**src/sv/b64sd_pkg.sv**
```systemverilog
`timescale 1ns / 1ps
package b64sd_pkg;

  localparam int unsigned QUEUE_DEPTH = 4;
  localparam int unsigned SYM_W       = 7;
  localparam int unsigned NUM_BYTES   = 3;

  localparam logic [5:0] SYM_PLUS  = 6'd62;
  localparam logic [5:0] SYM_SLASH = 6'd63;
  localparam logic [5:0] SYM_DIGIT = 6'd52;

  localparam logic [SYM_W-1:0] SYM_INVALID = 7'h40;

  typedef struct packed {
    logic [7:0] symbol_byte;
    logic       end_of_message;
  } in_t;

  typedef struct packed {
    logic [7:0] data_byte;
    logic       byte_valid;
    logic       message_done;
    logic       last_of_run;
  } out_t;

  typedef struct packed {
    logic [NUM_BYTES-1:0][7:0] bytes;
    logic [NUM_BYTES-1:0]      byte_en;
    logic                      eom;
  } job_t;

  function automatic logic [SYM_W-1:0] classify(input logic [7:0] ch);
    logic [SYM_W-1:0] code;
    code = SYM_INVALID;
    if (ch inside {[8'h41:8'h5A]}) begin
      code = {1'b0, 6'(ch - 8'h41)};
    end else if (ch inside {[8'h61:8'h7A]}) begin
      code = {1'b0, 6'(ch - 8'h47)};
    end else if (ch inside {[8'h30:8'h39]}) begin
      code = {1'b0, 6'(ch[3:0]) + SYM_DIGIT};
    end else if (ch == 8'h2B) begin
      code = {1'b0, SYM_PLUS};
    end else if (ch == 8'h2F) begin
      code = {1'b0, SYM_SLASH};
    end
    return code;
  endfunction

  function automatic logic is_blank(input logic [7:0] ch);
    return ch inside {8'h0A, 8'h0D, 8'h09, 8'h20};
  endfunction

endpackage

```
**src/sv/b64sd_front.sv**
```systemverilog
`timescale 1ns / 1ps
module b64sd_front (
  input  logic            clk_i,
  input  logic            rst_ni,
  input  logic            in_valid_i,
  output logic            in_stall_o,
  input  b64sd_pkg::in_t  in_item_i,
  input  logic            q_full_i,
  output logic            push_o,
  output b64sd_pkg::job_t job_o
);
  import b64sd_pkg::*;

  logic [SYM_W-1:0] held_q [0:2];
  logic [SYM_W-1:0] held_d [0:2];
  logic [1:0]       pos_q, pos_d;
  logic             stop_q, stop_d;
  logic             accept;
  logic             active;
  logic [SYM_W-1:0] code;
  logic [SYM_W-1:0] sa, sb, sc;
  logic [1:0]       c_low;
  job_t             job;

  assign in_stall_o = q_full_i;
  assign accept     = in_valid_i && !q_full_i;

  always_comb begin
    code   = classify(in_item_i.symbol_byte);
    active = !is_blank(in_item_i.symbol_byte) && !stop_q;
    sa     = held_q[0];
    sb     = held_q[1];
    sc     = held_q[2];
    c_low  = sc[6] ? 2'b11 : sc[1:0];
    held_d = held_q;
    pos_d  = pos_q;
    stop_d = stop_q;
    job.bytes[0] = {sa[5:0], sb[5:4]};
    job.bytes[1] = {sb[3:0], sc[5:2]};
    job.bytes[2] = {c_low, code[5:0]};
    job.byte_en  = '0;
    job.eom      = in_item_i.end_of_message;
    if (active) begin
      if (pos_q != 2'd3) begin
        held_d[pos_q] = code;
        pos_d         = pos_q + 2'd1;
      end else begin
        pos_d = 2'd0;
        if (sa[6] || sb[6]) begin
          stop_d = 1'b1;
        end else begin
          job.byte_en = {!code[6], !sc[6], 1'b1};
        end
      end
    end
    if (in_item_i.end_of_message) begin
      held_d = '{default: '0};
      pos_d  = 2'd0;
      stop_d = 1'b0;
    end
  end

  assign push_o = accept && ((|job.byte_en) || job.eom);
  assign job_o  = job;

  always_ff @(posedge clk_i or negedge rst_ni) begin
    if (!rst_ni) begin
      held_q <= '{default: '0};
      pos_q  <= 2'd0;
      stop_q <= 1'b0;
    end else if (accept) begin
      held_q <= held_d;
      pos_q  <= pos_d;
      stop_q <= stop_d;
    end
  end

endmodule

```
**src/sv/b64sd_queue.sv**
```systemverilog
`timescale 1ns / 1ps
module b64sd_queue #(
  parameter int unsigned Depth = b64sd_pkg::QUEUE_DEPTH
) (
  input  logic            clk_i,
  input  logic            rst_ni,
  input  logic            push_i,
  input  b64sd_pkg::job_t push_job_i,
  output logic            full_o,
  input  logic            pop_i,
  output logic            valid_o,
  output b64sd_pkg::job_t head_o
);
  import b64sd_pkg::*;

  localparam int unsigned PtrW = (Depth > 1) ? $clog2(Depth) : 1;
  localparam int unsigned CntW = $clog2(Depth + 1);

  job_t            mem_q [Depth];
  logic [PtrW-1:0] wr_q, wr_d, rd_q, rd_d;
  logic [CntW-1:0] cnt_q, cnt_d;
  logic            do_push, do_pop;

  assign full_o  = cnt_q == CntW'(Depth);
  assign valid_o = cnt_q != '0;
  assign head_o  = mem_q[rd_q];
  assign do_push = push_i && !full_o;
  assign do_pop  = pop_i && valid_o;

  always_comb begin
    wr_d  = wr_q;
    rd_d  = rd_q;
    cnt_d = cnt_q;
    if (do_push) begin
      wr_d = (wr_q == PtrW'(Depth - 1)) ? '0 : wr_q + PtrW'(1);
    end
    if (do_pop) begin
      rd_d = (rd_q == PtrW'(Depth - 1)) ? '0 : rd_q + PtrW'(1);
    end
    if (do_push && !do_pop) begin
      cnt_d = cnt_q + CntW'(1);
    end else if (do_pop && !do_push) begin
      cnt_d = cnt_q - CntW'(1);
    end
  end

  always_ff @(posedge clk_i or negedge rst_ni) begin
    if (!rst_ni) begin
      wr_q  <= '0;
      rd_q  <= '0;
      cnt_q <= '0;
    end else begin
      wr_q  <= wr_d;
      rd_q  <= rd_d;
      cnt_q <= cnt_d;
    end
  end

  always_ff @(posedge clk_i) begin
    if (do_push) begin
      mem_q[wr_q] <= push_job_i;
    end
  end

endmodule

```
**src/sv/b64sd_back.sv**
```systemverilog
`timescale 1ns / 1ps
module b64sd_back (
  input  logic            clk_i,
  input  logic            rst_ni,
  input  logic            q_valid_i,
  input  b64sd_pkg::job_t q_head_i,
  output logic            pop_o,
  output logic            out_valid_o,
  input  logic            out_stall_i,
  output b64sd_pkg::out_t out_item_o
);
  import b64sd_pkg::*;

  logic [NUM_BYTES:0]        rem_q, rem_d, rem_after, pick;
  logic [NUM_BYTES-1:0][7:0] bytes_q;
  logic                      out_valid_q, out_valid_d;
  out_t                      out_q, res;
  logic                      can_emit, emit, need_load;

  always_comb begin
    if (rem_q[0]) begin
      pick = 4'b0001;
      res.data_byte = bytes_q[0];
    end else if (rem_q[1]) begin
      pick = 4'b0010;
      res.data_byte = bytes_q[1];
    end else if (rem_q[2]) begin
      pick = 4'b0100;
      res.data_byte = bytes_q[2];
    end else begin
      pick = 4'b1000;
      res.data_byte = 8'd0;
    end
    rem_after        = rem_q & ~pick;
    res.byte_valid   = !pick[NUM_BYTES];
    res.message_done = pick[NUM_BYTES];
    res.last_of_run  = rem_after == '0;
  end

  assign can_emit  = !out_valid_q || !out_stall_i;
  assign emit      = (rem_q != '0) && can_emit;
  assign need_load = (rem_q == '0) || (emit && rem_after == '0);
  assign pop_o     = need_load && q_valid_i;

  always_comb begin
    rem_d = rem_q;
    if (pop_o) begin
      rem_d = {q_head_i.eom, q_head_i.byte_en};
    end else if (emit) begin
      rem_d = rem_after;
    end
    out_valid_d = out_valid_q;
    if (emit) begin
      out_valid_d = 1'b1;
    end else if (!out_stall_i) begin
      out_valid_d = 1'b0;
    end
  end

  always_ff @(posedge clk_i or negedge rst_ni) begin
    if (!rst_ni) begin
      rem_q       <= '0;
      out_valid_q <= 1'b0;
    end else begin
      rem_q       <= rem_d;
      out_valid_q <= out_valid_d;
    end
  end

  always_ff @(posedge clk_i) begin
    if (pop_o) begin
      bytes_q <= q_head_i.bytes;
    end
    if (emit) begin
      out_q <= res;
    end
  end

  assign out_valid_o = out_valid_q;
  assign out_item_o  = out_q;

endmodule

```
**src/sv/base64_stream_decoder_unit.sv**
```systemverilog
`timescale 1ns / 1ps
// Channel | Direction | Payload            | Handshake
// in      | input     | symbol, end flag   | in_valid_i / in_stall_o
// out     | output    | byte or end marker | out_valid_o / out_stall_i
//
// One character is taken per cycle while the job queue has room.
// The back end sends one result per cycle from its output register while
// out_stall_i is low, so an item with k results holds it until all are sent.
// The first result goes through the queue, job register and output register.
// Asynchronous reset clears group state, queue and output register at once.
// in_stall_o rises when the job queue is full; out_stall_i holds the result.
module base64_stream_decoder_unit #(
  parameter int unsigned QueueDepth = b64sd_pkg::QUEUE_DEPTH
) (
  input  logic            clk_i,
  input  logic            rst_ni,
  input  logic            in_valid_i,
  output logic            in_stall_o,
  input  b64sd_pkg::in_t  in_item_i,
  output logic            out_valid_o,
  input  logic            out_stall_i,
  output b64sd_pkg::out_t out_item_o
);
  import b64sd_pkg::*;

  logic q_full, q_push, q_pop, q_valid;
  job_t push_job, head_job;

  b64sd_front u_front (
    .clk_i      (clk_i),
    .rst_ni     (rst_ni),
    .in_valid_i (in_valid_i),
    .in_stall_o (in_stall_o),
    .in_item_i  (in_item_i),
    .q_full_i   (q_full),
    .push_o     (q_push),
    .job_o      (push_job)
  );

  b64sd_queue #(
    .Depth (QueueDepth)
  ) u_queue (
    .clk_i      (clk_i),
    .rst_ni     (rst_ni),
    .push_i     (q_push),
    .push_job_i (push_job),
    .full_o     (q_full),
    .pop_i      (q_pop),
    .valid_o    (q_valid),
    .head_o     (head_job)
  );

  b64sd_back u_back (
    .clk_i       (clk_i),
    .rst_ni      (rst_ni),
    .q_valid_i   (q_valid),
    .q_head_i    (head_job),
    .pop_o       (q_pop),
    .out_valid_o (out_valid_o),
    .out_stall_i (out_stall_i),
    .out_item_o  (out_item_o)
  );

endmodule

```
**config.mk**
```make
export PLATFORM = sky130hd
export DESIGN_NAME = base64_stream_decoder_unit
export DESIGN_NICKNAME = d
export VERILOG_FILES = /design/src/sv/b64sd_pkg.sv /design/src/sv/b64sd_front.sv /design/src/sv/b64sd_queue.sv /design/src/sv/b64sd_back.sv /design/src/sv/base64_stream_decoder_unit.sv
export SDC_FILE = /design/constraint.sdc
export NUM_CORES = 1
export LEC_CHECK = 0
export ABC_AREA = 0
export BUFFER_PORTS_ARGS = -buffer_cell sky130_fd_sc_hd__buf_2
export CELL_PAD_IN_SITES_DETAIL_PLACEMENT = 2
export CELL_PAD_IN_SITES_GLOBAL_PLACEMENT = 2
export CORE_MARGIN = 1
export CORE_UTILIZATION = 47
export CTS_CLUSTER_DIAMETER = 120
export DETAILED_ROUTE_END_ITERATION = 7
export GPL_TIMING_DRIVEN = 0
export PLACE_DENSITY = 0.78
export REMOVE_ABC_BUFFERS = 1
export SYNTH_ARGS = -nofsm -noshare
export SYNTH_HDL_FRONTEND = slang
export SYNTH_SLANG_ARGS = --single-unit
export TNS_END_PERCENT = 5
```
**constraint.sdc**
```tcl
create_clock -name clk_i -period 2.8 [get_ports clk_i]
set_clock_uncertainty 0.1 [all_clocks]
set_input_delay 0.14 -clock clk_i [delete_from_list [all_inputs] [get_ports clk_i]]
set_output_delay 0.14 -clock clk_i [all_outputs]
set_load 0.005 [all_outputs]
```
Word level (Yosys, flattened, before mapping) --
Memories as Yosys holds them, arrays and structs flattened. Cells that the tools add are included.
Cells by class: reductions and logical operators 42, eq/ne operators 12, muxes and demuxes 38, order comparisons 8, $add $sub $neg 8, bitwise logic cells 3
Operators with widths (number):
- 21-bit 2-to-1 mux | 3
- 7-bit 2-to-1 mux | 6
- 8-bit by 4-bit == test with 1-bit output (second input constant) | 3
- 8-bit by 6-bit == test with 1-bit output (second input constant) | 3
- 8-bit 2-to-1 mux | 3
- 21-bit bitwise mux | 1
- 4-bit 2-to-1 mux | 5
- 8-bit by 7-bit >= comparator with 1-bit output (second input constant) | 2
- 8-bit by 7-bit less-or-equal comparator with 1-bit output (second input constant) | 2
- 3-bit 2-to-1 mux | 5
- 7-bit demux with 2-bit select | 1
- 1-bit logical AND | 14
- 2-bit 2-to-1 mux | 6
- 1-bit zero test | 10
- 2-bit nonzero test | 5
- 8-bit by 6-bit >= comparator with 1-bit output (second input constant) | 1
- 8-bit by 6-bit less-or-equal comparator with 1-bit output (second input constant) | 1
- 4-bit zero test | 2
- 1-bit 2-to-1 mux | 8
- 4-bit nonzero test | 2
- 2-bit by 1-bit adder with 2-bit output (second input constant) | 3
- 5-bit by 5-bit adder with 6-bit output (second input constant) | 1
- 6-bit by 1-bit subtractor with 6-bit output (second input constant) | 1
- 6-bit by 3-bit subtractor with 6-bit output (second input constant) | 1
- other kinds (17) | 22
Storage, ports and cells: register bits 71, output and inout bits 13, RAM bits 112, memories kept 1
Memory list:
- u_queue.mem_q | depth 4, width 28, rd ports 1, clocked after memory_dff 0, wr ports 1, line b64sd_queue.sv:19 | job_t mem_q [Depth];

Longest topological paths before layout --
depth in word-level cells 18, gate-level depth with buffers 14, gate-level depth less buffers 14

By module --
A second synthesis with hierarchy kept.
Second synthesis, totals: cells, all modules 478, area, all modules 7936.4 um^2
Modules (own cells, without submodules):
- b64sd_queue | times used 1, area each 4514.3 um^2, cells each 183
- b64sd_front | times used 1, area each 1846.8 um^2, cells each 195
- b64sd_back | times used 1, area each 1575.3 um^2, cells each 100

Worst setup path after synthesis --
Ideal clock, no wire load.
kind input-to-reg, start in in_item_i[3] in the netlist's numbering, end reg u_queue.cnt_q[2], buffers on the path 0, library setup time 0.079 ns, stages on the path 14, data arrival time 2.355 ns, setup slack 0.266 ns, cell sequence inv_1 > ha_1 > o21ai_0 > a221oi_2 > nor2_1 > nand3_2 > inv_2 > o21a_1 > ha_1 > inv_1 > fa_1 > xor2_1 > nor2_1 > xor2_1
RTL lines:
- start: declaration | line base64_stream_decoder_unit.sv:19 | input b64sd_pkg::in_t in_item_i,
- end signal: assignment | line b64sd_queue.sv:55 | cnt_q <= cnt_d;
- end: declaration | line b64sd_queue.sv:21 | logic [CntW-1:0] cnt_q, cnt_d;

Final worst setup path --
start reg u_queue.cnt_q[0], end reg u_queue.cnt_q[1]
On the way: elaborated cells on any way between the ends 17, classes of those cells add/sub (2); eq/ne (1); mux (2); reduce/logical (12)
RTL lines:
- 3-bit == test (*) | line b64sd_queue.sv:24 | assign full_o = cnt_q == CntW'(Depth);
- 1-bit zero test (*) | line b64sd_front.sv:26, b64sd_queue.sv:27
- 1-bit logical AND | line b64sd_front.sv:26 | assign accept = in_valid_i && !q_full_i;
- 1-bit logical AND | line b64sd_front.sv:63 | assign push_o = accept && ((|job.byte_en) || job.eom);
- 1-bit logical AND (*) | line b64sd_queue.sv:27 | assign do_push = push_i && !full_o;
- net u_queue.do_push | line b64sd_queue.sv:22 | logic do_push, do_pop;
- 1-bit logical AND (*) | line b64sd_queue.sv:40 | if (do_push && !do_pop) begin
- 3-bit 2-to-1 mux (*) | line b64sd_queue.sv:40
- net u_queue.cnt_d[1] | line b64sd_queue.sv:21
Mark *: on every way through the listed nets, which the timed path passes. The rest lies on a longest branch. The select of a mux whose other input is x is not followed. A chain may end at the register's enable or synchronous reset.

==> impl_metrics.env <==
export IMPL_drtIter0Drc=284
export IMPL_finalSetupViolCount=0
export IMPL_placed_cell_area_mm2=0.00784
export IMPL_p_leak_nw=3.14
export IMPL_yosysWarnings=0
export IMPL_fin_cells=702
export IMPL_cts_made_buffers=17
export IMPL_post_place_ws_ps=-1030
export IMPL_syn_area_per_cell_um2=16.9
export IMPL_hp_class="input pin to register"
export IMPL_nets=512
export IMPL_vias_per_cell=5.78
export IMPL_powerDensity_mw_per_mm2=1030
export IMPL_clock_sinks=183
export IMPL_yosysTopAreaCell="edfxtp_1"
export IMPL_die_w_um=128
export IMPL_ir_drop_uv=436
export IMPL_cts_root_buf="clkbuf_16"
export IMPL_syn_inst=443
export IMPL_drive_above_1_share=0.230
export IMPL_grtUsageTotal=0.242
export IMPL_fin_crit_ps=2730
export IMPL_nFillCells=1353
export IMPL_worst_slack_ps=70.1
export IMPL_vias=4057
export IMPL_synth_most_common_cell="edfxtp_1"
export IMPL_hpwl_um=11800
export IMPL_multi_input_area_mm2=0.00209
export IMPL_die_y_um=128
export IMPL_synthFlopType="edfxtp_1"
export IMPL_synth_cell_types=51
export IMPL_clk_latency_ps=440
export IMPL_io_buffers=25
export IMPL_critPathMaxFanout=10
export IMPL_critical_path_class="register to register"
export IMPL_cp_top_family="simple AND/OR/NAND/NOR gates"
export IMPL_crit_path_end_kind="register"
export IMPL_std_cell_rows=45
export IMPL_worst_pin_slew_ps=999
export IMPL_ys_ff_latch=183
export IMPL_slew_headroom=0.331
export IMPL_cts_tree="yes"
export IMPL_dp_cells=662
export IMPL_status="finished, final reports clean"
export IMPL_netlist_area_mm2=0.00751
export IMPL_cp_start_kind="register"
export IMPL_maxCapViolations=0
export IMPL_rsz0062_at_grt="true"
export IMPL_layout_area_seq_mm2=0.00532
export IMPL_cts_max_level=4
export IMPL_required_ps=3020
export IMPL_grt_pass1_wl_um=27800
export IMPL_gp_congestion=0.803
export IMPL_crit_chain="or3b_2 -> and2_2 -> o21a_2 -> ha_1 -> inv_1 -> fa_1 -> mux2_2"
export IMPL_hold_viol_final=0
export IMPL_dieArea_mm2=0.0165
export IMPL_first_pass_iters=4
export IMPL_grt_pass1_vias=4479
export IMPL_core_area_mm2=0.0154
export IMPL_wl_per_cell_um=25.8
export IMPL_yosys_top_cells_area="edfxtp_1, dfrtp_1, mux4_2, ha_1, a22o_1"
export IMPL_cts_buffer_depth=2
export IMPL_initial_utilization=0.488
export IMPL_cp_num_buf_inv=1
export IMPL_n_antenna_cell=0
export IMPL_antenna_left=0
export IMPL_arrival_ps=2950
export IMPL_antenna_found_initial=0
export IMPL_ios=26
export IMPL_final_max_slew_viol_count=0
export IMPL_clk_pin_slew_ps=60
export IMPL_synthArstFlopShare=0.197
export IMPL_max_freq_mhz=366
export IMPL_yosysTopAreaCellShare=0.588
export IMPL_fin_crit_sh=0.975
export IMPL_cp_slowest_cell="or3b_2"
export IMPL_grt_max_degree=37
export IMPL_synth_edf_count=147
export IMPL_ys_seq_area_frac=0.708
export IMPL_drc=0
export IMPL_areaGrowthSynthToFinish_pct=13.7
export IMPL_routed_wirelength_um=18100
export IMPL_ys_top_cells_by_count="edfxtp_1, dfrtp_1, mux4_2"
export IMPL_grt_overflow=0
export IMPL_fin_area_mm2=0.00853
export IMPL_slowest_delay_ps=560
-- path summary, 6_finish.rpt --
check	startpoint	endpoint	slack, ps	depth (start not counted)
worst max-delay path	u_queue.cnt_q[0]	u_queue.cnt_q[1]	70	7
worst min-delay path	in_valid_i	u_front.stop_q	40	3
worst max register to register	u_queue.cnt_q[0]	u_queue.cnt_q[1]	70	7
worst min register to register	u_front.sc[1]	u_front.sc[1]	430	1
max in group asynchronous	rst_ni	u_back.rem_q[0]	1670	2
min in group asynchronous	rst_ni	u_queue.wr_q[0]	280	2
-- registers in the layout, indices dropped and copies added (netlist names) --
signal,flops
u_front.stop_q,1
u_back.bytes_q,24
u_queue.mem_q,112
u_front.sa,7
u_front.sb,7
u_back.rem_q,4
u_queue.rd_q,2
u_back.out_valid_o,1
u_front.sc,7
u_back.out_item_o,11
u_front.pos_q,2
u_queue.cnt_q,3
u_queue.wr_q,2
-- area by class of cell --
| cell class | count | share of cell area |
|---|---|---|
| sequential | 183 | 0.624 |
| multi-input combinational | 225 | 0.245 |
| clock buffer | 20 | 0.0524 |
| tap | 211 | 0.0309 |
| timing repair buffer | 33 | 0.0241 |
| clock inverter | 12 | 0.0157 |
| inverter | 18 | 0.00836 |
-- metal layers --
metal	track usage	vias to the layer above	wire length, µm	share of wire
met1	0.319	2118	7790	0.43
met3	0.0491	18	786	0.043
li1	-	1813	-	-
met5	0	-	0	0
met2	0.404	108	9280	0.51
met4	0.0858	0	286	0.016
-- logic make-up (layout without fill, tap and decap cells) --
logic type               after synthesis  count (layout)  share of synthesized area
buffers and inverters                 36              83                     0.0198
flip-flops                           183             183                      0.708
AND/OR/NAND/NOR                       85              86                     0.0595
AO/OA/AOI/OAI                         77              77                     0.0752
multiplexers                          35              35                     0.0942
XOR/XNOR                               5               5                    0.00584
adder cells (fa/ha/maj)               22              22                     0.0373
-- where the power goes --
part           internal, mW  leakage [nW]  switching [mW]  total, mW
logic                 0.927          1.00            1.20       2.13
clock network          1.41         0.287           0.971       2.38
registers              3.80          1.85           0.511       4.31
-- worst reg2reg max path, delay by kind of cell (launching register included) --
family                   cells  cell delay (ps)
buffers and inverters        1               90
AND/OR/NAND/NOR              2              860
AO/OA/AOI/OAI                1              190
multiplexers                 1              280
flip-flops                   1              470
adder cells (fa/ha/maj)      2              620
-- metrics by stage --
step,TNS (ps),total power [mW],utilization,hold WS (ps)
2_1_floorplan,-11130,5.48,-,-256
3_3_place_gp,-159410,6.10,0.508,201
3_5_place_dp,-121580,6.44,0.510,242
4_1_cts,0,8.89,0.551,41.8
5_1_grt,-19.5,9.23,0.555,94.4
6_report,0,8.82,0.555,42.7
-- cell usage in the layout, fill, tap and decap left out, types with 3 or more instances in the layout --
cell       count
or3_1          5
nor2_1        14
mux2_2         5
nor2b_1        8
or2_2          3
edfxtp_1     147
xnor2_1        3
dfrtp_2        4
nand2_1       20
inv_1         16
a31oi_1        4
buf_2         24
ha_1          20
clkbuf_16     17
and3_1         6
a21oi_1        5
clkinv_2       4
nand3_1        5
a22o_1        21
bufinv_16      3
mux4_2        28
clkinv_1       4
o211ai_1       5
o21ai_0       15
a22oi_1        8
o31ai_1        3
nor3_1         6
and2_2         4
buf_4          5
dfrtp_1       32
-- repair_timing --
| action | 4_1_cts | 5_1_grt |
|---|---|---|
| endpoints found under the hold margin | 41 | 0 |
| setup buffers | 0 | 5 |
| hold buffers | 2 | 0 |
| gates cloned | 0 | 1 |
| pin swaps | 0 | 1 |
| gates resized for setup | 12 | 4 |
| setup endpoints to repair | 140 | 86 |
Power figures use the tool's default switching activity.
